===== src/hdl/lmt_pkg.sv =====
// ----------------------------------------------------------------------------
// lmt_pkg
// Shared types and constants of the loop time monitor.
// ----------------------------------------------------------------------------
package lmt_pkg;

    // Event classes decided by the front end
    localparam logic [1:0] KIND_START   = 2'd0;  // start while idle
    localparam logic [1:0] KIND_OVERRUN = 2'd1;  // start while loop open
    localparam logic [1:0] KIND_END     = 2'd2;  // end of an open loop
    localparam logic [1:0] KIND_NOP     = 2'd3;  // end while idle

    // Configuration register indexes
    localparam logic CFG_ALPHA  = 1'b0;
    localparam logic CFG_WINDOW = 1'b1;

    // Reset values and fixed constants
    localparam logic [15:0] ALPHA_RESET  = 16'd66;
    localparam logic [31:0] WINDOW_RESET = 32'd1000000;
    localparam logic [14:0] PCT_FULL     = 15'd25600;

    // One classified event, front end to back end
    typedef struct packed {
        logic [1:0]  kind;
        logic [31:0] elapsed;
        logic [63:0] stamp;
    } t_cmd;

endpackage


===== src/hdl/lmt_front.sv =====
// ----------------------------------------------------------------------------
// lmt_front
// Accepts events, tracks the open loop and classifies each beat.
// ----------------------------------------------------------------------------
module lmt_front import lmt_pkg::*; (
    input  logic        i_clk,
    input  logic        i_rst_n,
    input  logic        i_valid,
    output logic        o_ready,
    input  logic        i_mode,
    input  logic [63:0] i_timestamp_us,
    input  logic        i_full,
    output logic        o_push,
    output t_cmd        o_cmd
);

    logic        r_loop_open;
    logic        n_loop_open;
    logic [63:0] r_start_stamp;
    logic [63:0] n_start_stamp;

    assign o_ready = !i_full;
    assign o_push  = i_valid && !i_full;

    // Classify the beat and work out the next loop state
    always_comb begin
        n_loop_open     = r_loop_open;
        n_start_stamp   = r_start_stamp;
        o_cmd.stamp     = i_timestamp_us;
        o_cmd.elapsed   = i_timestamp_us[31:0] - r_start_stamp[31:0];
        if (!i_mode) begin
            if (r_loop_open) begin
                o_cmd.kind = KIND_OVERRUN;
            end else begin
                o_cmd.kind    = KIND_START;
                n_loop_open   = 1'b1;
                n_start_stamp = i_timestamp_us;
            end
        end else begin
            if (r_loop_open) begin
                o_cmd.kind  = KIND_END;
                n_loop_open = 1'b0;
            end else begin
                o_cmd.kind = KIND_NOP;
            end
        end
    end

    always_ff @(posedge i_clk) begin
        if (!i_rst_n) begin
            r_loop_open   <= 1'b0;
            r_start_stamp <= '0;
        end else if (o_push) begin
            r_loop_open   <= n_loop_open;
            r_start_stamp <= n_start_stamp;
        end
    end

endmodule


===== src/hdl/lmt_fifo.sv =====
// ----------------------------------------------------------------------------
// lmt_fifo
// Two-entry command queue between front end and back end.
// ----------------------------------------------------------------------------
module lmt_fifo import lmt_pkg::*; (
    input  logic i_clk,
    input  logic i_rst_n,
    input  logic i_push,
    input  t_cmd i_data,
    output logic o_full,
    input  logic i_pop,
    output logic o_empty,
    output t_cmd o_data
);

    t_cmd       r_mem [2];
    logic       r_wptr;
    logic       r_rptr;
    logic [1:0] r_count;
    logic       do_push;
    logic       do_pop;

    assign o_full  = (r_count == 2'd2);
    assign o_empty = (r_count == 2'd0);
    assign do_push = i_push && !o_full;
    assign do_pop  = i_pop && !o_empty;
    assign o_data  = r_mem[r_rptr];

    // Storage, no reset needed
    always_ff @(posedge i_clk) begin
        if (do_push) begin
            r_mem[r_wptr] <= i_data;
        end
    end

    // Pointers and fill count
    always_ff @(posedge i_clk) begin
        if (!i_rst_n) begin
            r_wptr  <= 1'b0;
            r_rptr  <= 1'b0;
            r_count <= 2'd0;
        end else begin
            if (do_push) begin
                r_wptr <= !r_wptr;
            end
            if (do_pop) begin
                r_rptr <= !r_rptr;
            end
            if (do_push && !do_pop) begin
                r_count <= r_count + 2'd1;
            end else if (do_pop && !do_push) begin
                r_count <= r_count - 2'd1;
            end
        end
    end

endmodule


===== src/hdl/lmt_back.sv =====
// ----------------------------------------------------------------------------
// lmt_back
// Statistics engine: counters, maxima, window, average and overrun share.
// ----------------------------------------------------------------------------
module lmt_back import lmt_pkg::*; #(
    parameter int COUNT_WIDTH = 48
) (
    input  logic        i_clk,
    input  logic        i_rst_n,
    input  logic [15:0] i_ema_alpha,
    input  logic [31:0] i_window_us,
    input  logic        i_empty,
    input  t_cmd        i_cmd,
    output logic        o_pop,
    output logic        o_valid,
    input  logic        i_ready,
    output logic [47:0] o_avg_loop_time,
    output logic [31:0] o_max_loop_last_window,
    output logic [31:0] o_max_loop_ever,
    output logic [14:0] o_overrun_percent,
    output logic [47:0] o_started_count,
    output logic [47:0] o_overrun_count
);

    localparam int NumW = COUNT_WIDTH + 15;
    localparam int ExtW = (COUNT_WIDTH > 48) ? COUNT_WIDTH : 48;

    localparam logic [2:0] S_IDLE = 3'd0;
    localparam logic [2:0] S_MUL  = 3'd1;
    localparam logic [2:0] S_ACC  = 3'd2;
    localparam logic [2:0] S_PREP = 3'd3;
    localparam logic [2:0] S_DIV  = 3'd4;
    localparam logic [2:0] S_OUT  = 3'd5;

    logic [2:0]             r_state;
    logic [1:0]             r_step;
    logic [3:0]             r_bit;
    logic [31:0]            r_elapsed;
    logic [47:0]            r_avg;
    logic [47:0]            r_acc;
    logic [48:0]            r_prod;
    logic [31:0]            r_win_run;
    logic [31:0]            r_win_latch;
    logic [31:0]            r_gmax;
    logic [63:0]            r_deadline;
    logic [COUNT_WIDTH-1:0] r_started;
    logic [COUNT_WIDTH-1:0] r_overrun;
    logic [NumW-1:0]        r_rem;
    logic [NumW-1:0]        r_dsh;
    logic [14:0]            r_q;
    logic                   r_out_valid;
    logic [47:0]            r_out_avg;
    logic [31:0]            r_out_wmax;
    logic [31:0]            r_out_gmax;
    logic [14:0]            r_out_pct;
    logic [47:0]            r_out_started;
    logic [47:0]            r_out_overrun;

    logic [16:0]            w_weight;
    logic [31:0]            mul_a;
    logic [16:0]            mul_b;
    logic [47:0]            addend;
    logic [31:0]            run_max;
    logic [COUNT_WIDTH:0]   total;
    logic [NumW-1:0]        num;
    logic [ExtW-1:0]        ext_started;
    logic [ExtW-1:0]        ext_overrun;
    logic                   out_load;

    assign w_weight = 17'h10000 - {1'b0, i_ema_alpha};
    assign o_pop    = (r_state == S_IDLE) && !i_empty;
    assign out_load = (r_state == S_OUT) && (!r_out_valid || i_ready);

    // Shared multiplier operands: high part, new sample, low part
    always_comb begin
        case (r_step)
            2'd0: begin
                mul_a = r_avg[47:16];
                mul_b = w_weight;
            end
            2'd1: begin
                mul_a = r_elapsed;
                mul_b = {1'b0, i_ema_alpha};
            end
            default: begin
                mul_a = {16'd0, r_avg[15:0]};
                mul_b = w_weight;
            end
        endcase
    end

    assign addend = (r_step == 2'd2) ? 48'(r_prod >> 16) : r_prod[47:0];

    // Running window maximum including the incoming loop
    assign run_max = (i_cmd.elapsed > r_win_run) ? i_cmd.elapsed : r_win_run;

    // Divider setup: overrun * 25600 over started + overrun
    assign total = {1'b0, r_started} + {1'b0, r_overrun};
    assign num   = (NumW'(r_overrun) << 14) + (NumW'(r_overrun) << 13)
                 + (NumW'(r_overrun) << 10);

    assign ext_started = ExtW'(r_started);
    assign ext_overrun = ExtW'(r_overrun);

    // Sequencer and statistics state
    always_ff @(posedge i_clk) begin
        if (!i_rst_n) begin
            r_state     <= S_IDLE;
            r_step      <= 2'd0;
            r_bit       <= 4'd0;
            r_avg       <= '0;
            r_win_run   <= '0;
            r_win_latch <= '0;
            r_gmax      <= '0;
            r_deadline  <= 64'(WINDOW_RESET);
            r_started   <= '0;
            r_overrun   <= '0;
        end else begin
            case (r_state)
                S_IDLE: begin
                    if (!i_empty) begin
                        r_elapsed <= i_cmd.elapsed;
                        r_acc     <= '0;
                        r_step    <= 2'd0;
                        r_state   <= S_PREP;
                        case (i_cmd.kind)
                            KIND_START: begin
                                if (r_started != '1) begin
                                    r_started <= r_started + 1'b1;
                                end
                            end
                            KIND_OVERRUN: begin
                                if (r_overrun != '1) begin
                                    r_overrun <= r_overrun + 1'b1;
                                end
                            end
                            KIND_END: begin
                                r_state <= S_MUL;
                                if (i_cmd.elapsed > r_gmax) begin
                                    r_gmax <= i_cmd.elapsed;
                                end
                                if (i_cmd.stamp > r_deadline) begin
                                    r_deadline  <= r_deadline + 64'(i_window_us);
                                    r_win_latch <= run_max;
                                    r_win_run   <= '0;
                                end else begin
                                    r_win_run <= run_max;
                                end
                            end
                            default: begin
                            end
                        endcase
                    end
                end
                S_MUL: begin
                    r_prod  <= mul_a * mul_b;
                    r_state <= S_ACC;
                end
                S_ACC: begin
                    if (r_step == 2'd2) begin
                        r_avg   <= r_acc + addend;
                        r_state <= S_PREP;
                    end else begin
                        r_acc   <= r_acc + addend;
                        r_step  <= r_step + 2'd1;
                        r_state <= S_MUL;
                    end
                end
                S_PREP: begin
                    r_rem   <= num;
                    r_dsh   <= NumW'(total) << 14;
                    r_q     <= '0;
                    r_bit   <= 4'd14;
                    r_state <= (total == '0) ? S_OUT : S_DIV;
                end
                S_DIV: begin
                    // Restoring division, one quotient bit per cycle
                    if (r_dsh <= r_rem) begin
                        r_rem        <= r_rem - r_dsh;
                        r_q[r_bit]   <= 1'b1;
                    end
                    r_dsh <= r_dsh >> 1;
                    r_bit <= r_bit - 4'd1;
                    if (r_bit == 4'd0) begin
                        r_state <= S_OUT;
                    end
                end
                S_OUT: begin
                    if (out_load) begin
                        r_state <= S_IDLE;
                    end
                end
                default: begin
                    r_state <= S_IDLE;
                end
            endcase
        end
    end

    // Output register, parts the engine from the consumer
    always_ff @(posedge i_clk) begin
        if (!i_rst_n) begin
            r_out_valid <= 1'b0;
        end else if (out_load) begin
            r_out_valid <= 1'b1;
        end else if (i_ready) begin
            r_out_valid <= 1'b0;
        end
    end

    always_ff @(posedge i_clk) begin
        if (out_load) begin
            r_out_avg     <= r_avg;
            r_out_wmax    <= r_win_latch;
            r_out_gmax    <= r_gmax;
            r_out_pct     <= r_q;
            r_out_started <= ext_started[47:0];
            r_out_overrun <= ext_overrun[47:0];
        end
    end

    assign o_valid                = r_out_valid;
    assign o_avg_loop_time        = r_out_avg;
    assign o_max_loop_last_window = r_out_wmax;
    assign o_max_loop_ever        = r_out_gmax;
    assign o_overrun_percent      = r_out_pct;
    assign o_started_count        = r_out_started;
    assign o_overrun_count        = r_out_overrun;

    // Overrun share never exceeds one hundred percent
    assert property (@(posedge i_clk) disable iff (!i_rst_n)
        (r_state == S_OUT) |-> (r_q <= PCT_FULL))
        else $error("overrun share above full scale");

    // Average stays within the largest loop seen
    assert property (@(posedge i_clk) disable iff (!i_rst_n)
        r_avg[47:16] <= r_gmax)
        else $error("average above global maximum");

    // Latched window maximum is bounded by the global maximum
    assert property (@(posedge i_clk) disable iff (!i_rst_n)
        r_win_latch <= r_gmax)
        else $error("window maximum above global maximum");

    // Queue is only drained while the engine is idle
    assert property (@(posedge i_clk) disable iff (!i_rst_n)
        o_pop |=> (r_state == S_MUL || r_state == S_PREP))
        else $error("command popped outside idle");

endmodule


===== src/hdl/loop_time_monitor_unit.sv =====
// ----------------------------------------------------------------------------
// loop_time_monitor_unit
// Scheduler loop time monitor: average, maxima and overrun statistics.
//
//  Channel  Direction  Handshake            Beat
//  -------  ---------  -------------------  -------------------------------
//  event    in         i_valid / o_ready    i_mode, i_timestamp_us
//  stats    out        o_valid / i_ready    six statistics fields
//  config   in         i_cfg_we             i_cfg_addr, i_cfg_data
//
// In the engine, an end beat drives the shared 32x17 multiplier through three
// multiply/accumulate passes, and the overrun share of every beat comes from
// a 15-step restoring divider.
// A two-entry queue lets the front accept beats while the engine works; the
// stats register holds a finished beat while the engine continues.
// Reset is synchronous, active low, and clears all statistics.
// ----------------------------------------------------------------------------
module loop_time_monitor_unit import lmt_pkg::*; #(
    parameter int COUNT_WIDTH = 48
) (
    input  logic        i_clk,
    input  logic        i_rst_n,
    input  logic        i_valid,
    output logic        o_ready,
    input  logic        i_mode,
    input  logic [63:0] i_timestamp_us,
    output logic        o_valid,
    input  logic        i_ready,
    output logic [47:0] o_avg_loop_time,
    output logic [31:0] o_max_loop_last_window,
    output logic [31:0] o_max_loop_ever,
    output logic [14:0] o_overrun_percent,
    output logic [47:0] o_started_count,
    output logic [47:0] o_overrun_count,
    input  logic        i_cfg_we,
    input  logic        i_cfg_addr,
    input  logic [31:0] i_cfg_data
);

    logic [15:0] r_ema_alpha;
    logic [31:0] r_window_us;
    logic        push;
    logic        pop;
    logic        full;
    logic        empty;
    t_cmd        push_cmd;
    t_cmd        pop_cmd;

    // Configuration registers
    always_ff @(posedge i_clk) begin
        if (!i_rst_n) begin
            r_ema_alpha <= ALPHA_RESET;
            r_window_us <= WINDOW_RESET;
        end else if (i_cfg_we) begin
            case (i_cfg_addr)
                CFG_ALPHA:  r_ema_alpha <= i_cfg_data[15:0];
                CFG_WINDOW: r_window_us <= i_cfg_data;
                default: begin
                end
            endcase
        end
    end

    lmt_front u_front (
        .i_clk          (i_clk),
        .i_rst_n        (i_rst_n),
        .i_valid        (i_valid),
        .o_ready        (o_ready),
        .i_mode         (i_mode),
        .i_timestamp_us (i_timestamp_us),
        .i_full         (full),
        .o_push         (push),
        .o_cmd          (push_cmd)
    );

    lmt_fifo u_fifo (
        .i_clk   (i_clk),
        .i_rst_n (i_rst_n),
        .i_push  (push),
        .i_data  (push_cmd),
        .o_full  (full),
        .i_pop   (pop),
        .o_empty (empty),
        .o_data  (pop_cmd)
    );

    lmt_back #(
        .COUNT_WIDTH (COUNT_WIDTH)
    ) u_back (
        .i_clk                  (i_clk),
        .i_rst_n                (i_rst_n),
        .i_ema_alpha            (r_ema_alpha),
        .i_window_us            (r_window_us),
        .i_empty                (empty),
        .i_cmd                  (pop_cmd),
        .o_pop                  (pop),
        .o_valid                (o_valid),
        .i_ready                (i_ready),
        .o_avg_loop_time        (o_avg_loop_time),
        .o_max_loop_last_window (o_max_loop_last_window),
        .o_max_loop_ever        (o_max_loop_ever),
        .o_overrun_percent      (o_overrun_percent),
        .o_started_count        (o_started_count),
        .o_overrun_count        (o_overrun_count)
    );

endmodule

===== config.mk =====
export PLATFORM = sky130hd
export DESIGN_NAME = loop_time_monitor_unit
export DESIGN_NICKNAME = d
export VERILOG_FILES = /design/src/hdl/lmt_pkg.sv /design/src/hdl/lmt_front.sv /design/src/hdl/lmt_fifo.sv /design/src/hdl/lmt_back.sv /design/src/hdl/loop_time_monitor_unit.sv
export SDC_FILE = /design/constraint.sdc
export NUM_CORES = 2
export LEC_CHECK = 0
export ABC_CLOCK_PERIOD_IN_PS = 22200
export BUFFER_PORTS_ARGS = -buffer_cell sky130_fd_sc_hd__buf_2
export CELL_PAD_IN_SITES_DETAIL_PLACEMENT = 0
export CELL_PAD_IN_SITES_GLOBAL_PLACEMENT = 1
export CORE_MARGIN = 2
export CORE_UTILIZATION = 45
export CTS_BUF_LIST = sky130_fd_sc_hd__clkbuf_8
export DETAILED_ROUTE_END_ITERATION = 10
export GPL_ROUTABILITY_DRIVEN = 0
export PLACE_DENSITY_LB_ADDON = 0.1
export RECOVER_POWER = 25
export SYNTH_ARGS = -nofsm -noshare
export SYNTH_HDL_FRONTEND = slang
export SYNTH_SLANG_ARGS = --single-unit

===== constraint.sdc =====
create_clock -name i_clk -period 22.2 [get_ports i_clk]
set_input_delay 3.33 -clock i_clk [delete_from_list [all_inputs] [get_ports i_clk]]
set_output_delay 3.33 -clock i_clk [all_outputs]
set_load 0.02 [all_outputs]

==> qor.csv <==
stage;metric;value;unit
run_status;status;complete, but fails checks;
run_status;failing checks;capacitance limit, slew limit;
setup_path;Buf/Inv on CP;7;
synthesis;synthesized area;76800;um2
floorplan;die area;174000;um2
setup_path;Worst R2R Setup Slack;11300;ps
timing;Pins Over Slew Limit;354;
cts;cts hold-fix bufs;0;
routing;Vias/cell;5.58;
final_layout;post-route cell area;84900;um2
timing;skew final;87.4;ps
setup_path;kind of critical path;reg -> reg;
global_routing;vias in the first global route;57780;
place;placed instance area;80900;um2
routing;drc violations;0;
synthesis;part of the Yosys area used for sequential elements;0.374;
synthesis;Net Count, Synth;9026;
setup_path;Worst path max stage delay;1980;ps
pwr;leakage;36.7;nW
global_routing;GRT overflow;0;
final_layout;share of post-route cells with drive strength above 1;0.0978;
place;hpwl dp;180000;um
cts;CTS Buffer Depth;3;
setup_path;worst reg2reg endpoint;u_back.r_prod[45]$_DFFE_PP_;
setup_path;worst r2r path cells;29;
run;Max Cap Viol;7;
cts;H-tree depth;4;
global_routing;global-route wire length before repair;356000;um
synthesis;synthesized flop and latch total;1089;
hold_path;Hold Crit Class;reg -> reg;
setup_path;CP max FO;62;
place;placed insts;10162;
synthesis;Distinct cells, synth;107;
floorplan;Core ar.;169000;um2
timing;fmax;91.7;MHz
setup_path;crit path DAT;11600;ps
cts;cts repair resizes;0;
setup_path;reg2reg start;u_back.r_step[1]$_SDFFE_PN0P_;
timing;setup ws final;11300;ps
cts;clk sinks;1089;
hold_path;hold depth;0;
routing;Starting DRT DRC Count;4699;
setup_path;Top delay family on crit path;adder cells;
synthesis;synthesized area per cell;9.79;um2
final_layout;Layout area overhead;10.6;%
floorplan;IO Count;328;
final_layout;# nets final;9318;
setup_path;CP max stage cell;clkbuf_1;
global_routing;GRT Overall Usage;0.269;
floorplan;DIE WIDTH;417;um
routing;DR WL/cell;22.5;um
timing;WHS;405;ps
synthesis;Async SR Flop Fraction;0;
cts;CTS Buf Count;191;
cts;post-CTS setup buffers;0;
setup_path;Worst Setup Start Kind;flip-flop;
place;PortBufs;327;
pwr;maximum vdd drop;0.112;mV
timing;Tcrit/Tclk final;0.491;
place;setup slack at placement;13420;ps
floorplan;Die H;417;um
final_layout;fin cells;10542;
timing;Hold Vio Cnt, Final;0;
hold_path;hold_sp;u_back.r_win_latch[15]$_SDFFE_PN0P_;
routing;Routed Antenna Nets;0;
timing;minimum clock period;10900;ps
routing;Post-Route WL;237000;um
floorplan;Initial Util;0.453;
hold_path;Worst Hold Endpoint;u_back.o_max_loop_last_window[15]$_DFFE_PP_;
synthesis;EDFF count, synth;689;
setup_path;worst path required time;22900;ps
timing;worst-margin pin slew;3160;ps
timing;setup tns final;0;ps
cts;CTS tree;built;
global_routing;initial antenna violation count;36;
cts;clock-pin slew on the worst setup and hold paths;60;ps
cts;Root Driver;clkbuf_8;
synthesis;post-synthesis instance total;7845;
timing;worst rel slew slack;-1.11;
timing;RSZ-0062 raised after global routing;no;
routing;Pre-Repair DR Iteration Count;6;
floorplan;row count;151;
final_layout;Final Core Density;0.501;
synthesis;Syn. warnings;0;
setup_path;CP most frequent cell;fa_1;
pwr;Tot Pwr;9.09;mW
cts;worst skew pair latency;990;ps
synthesis;Synth Flop Type;edfxtp_1;
setup_path;CP Capture Type;flip-flop;
pwr;Power Dens Cells;107;nW/um2
timing;Final setup viols;0;
routing;via count;58828;
global_routing;largest net degree at the start of global routing;81;
[power by group]
| part | switching, mW | total (mW) | leakage [nW] | internal [mW] |
|---|---|---|---|---|
| clock network | 0.926 | 2.00 | 2.34 | 1.08 |
| registers | 0.148 | 2.64 | 9.64 | 2.50 |
| logic | 2.80 | 4.44 | 24.8 | 1.64 |
[area by class of cell]
cell class / instances / area [um2]
antenna: 19 / 47.5
sequential: 1089 / 28700
clock buffer: 220 / 3030
clock inverter: 141 / 1120
multi-input combinational: 5585 / 43900
tap: 2218 / 2780
timing repair buffer: 403 / 2120
fill: 15919 / 84500
inverter: 867 / 3260
[metal layers]
layer  vias to the layer above  part of all wire  GRT usage
met4                        22             0.026     0.0801
met5                         -            0.0014    0.00806
li1                      27609                 -          -
met2                      1769              0.45      0.421
met3                       343             0.071     0.0548
met1                     29085              0.45      0.377
[synthesized netlist by cell type (11+ instances only)]
master	count	area, um2
a211oi_1	39	293
a21boi_0	22	165
a21o_1	237	1780
a21oi_1	512	2560
a221o_1	11	110
a221oi_1	11	96.3
a22o_1	65	569
a22oi_1	15	113
a31oi_1	52	325
and2_1	59	369
and3_1	56	350
and4_1	30	263
buf_2	19	95.1
clkbuf_1	269	1010
dfxtp_1	400	8010
edfxtp_1	689	20700
fa_1	499	9990
ha_1	579	7240
inv_1	867	3250
mux2_2	133	1500
mux2i_1	92	921
nand2_1	967	3630
nand2b_1	48	300
nand3_1	163	816
nand4_1	102	638
nor2_1	627	2350
nor2b_1	67	419
nor3_1	71	355
nor4_1	22	138
o211ai_1	31	233
o21a_1	66	495
o21ai_0	280	1400
o21bai_1	50	375
o31a_1	15	131
o31ai_1	26	195
o41ai_1	11	96.3
or2_2	13	81.3
or3_1	38	238
xnor2_1	219	1920
xor2_1	166	1450
[flip-flops by register name (all words and copies together), names as in the netlist, 49 cells and up, named ones only]
signal,flops
u_fifo.r_mem,196
u_back.r_rem,63
u_back.r_deadline,64
u_back.r_prod,49
u_back.r_dsh,63
[worst max path at each step]
stage | startpoint | endpoint | slack (ps) | cells after the start
after CTS | u_back.r_step[1]$_SDFFE_PN0P_ | u_back.r_prod[45]$_DFFE_PP_ | 13380 | 29
final | u_back.r_step[1]$_SDFFE_PN0P_ | u_back.r_prod[45]$_DFFE_PP_ | 11300 | 29
after detailed placement | u_back.r_step[1]$_SDFFE_PN0P_ | u_back.r_prod[45]$_DFFE_PP_ | 13420 | 29
after global placement | u_back.r_step[1]$_SDFFE_PN0P_ | u_back.r_prod[45]$_DFFE_PP_ | 13450 | 29
after floorplan | i_ready | u_back.o_avg_loop_time[0]$_DFFE_PP_ | 8790 | 2
after global routing | u_back.r_step[1]$_SDFFE_PN0P_ | u_back.r_prod[45]$_DFFE_PP_ | 10680 | 29
[cell usage in the layout, fill, tap and decap left out, drive strengths merged, types with 38 or more instances in the layout]
cell / instances
nand2: 967
inv: 935
edfxtp: 689
nor2: 629
ha: 579
a21oi: 514
fa: 499
dfxtp: 400
buf: 347
o21ai: 291
clkbuf: 276
a21o: 238
xnor2: 219
xor2: 166
nand3: 164
mux2: 133
nand4: 102
mux2i: 92
nor3: 72
nor2b: 67
o21a: 66
a22o: 65
and2: 59
and3: 58
clkinv: 58
a31oi: 54
o21bai: 50
nand2b: 48
a211oi: 40
or3: 38
[cells by family after synthesis]
kind of cell | Yosys count | synth area share
AOI/OAI and AO/OA | 1572 | 0.132
xor gates and xnor gates | 385 | 0.0439
adders and majority gates | 1078 | 0.224
buffers and inverters | 1171 | 0.0577
DFF | 1089 | 0.374
muxes | 225 | 0.0315
and+or+nand+nor | 2325 | 0.137
Power figures use the tool's default switching activity.
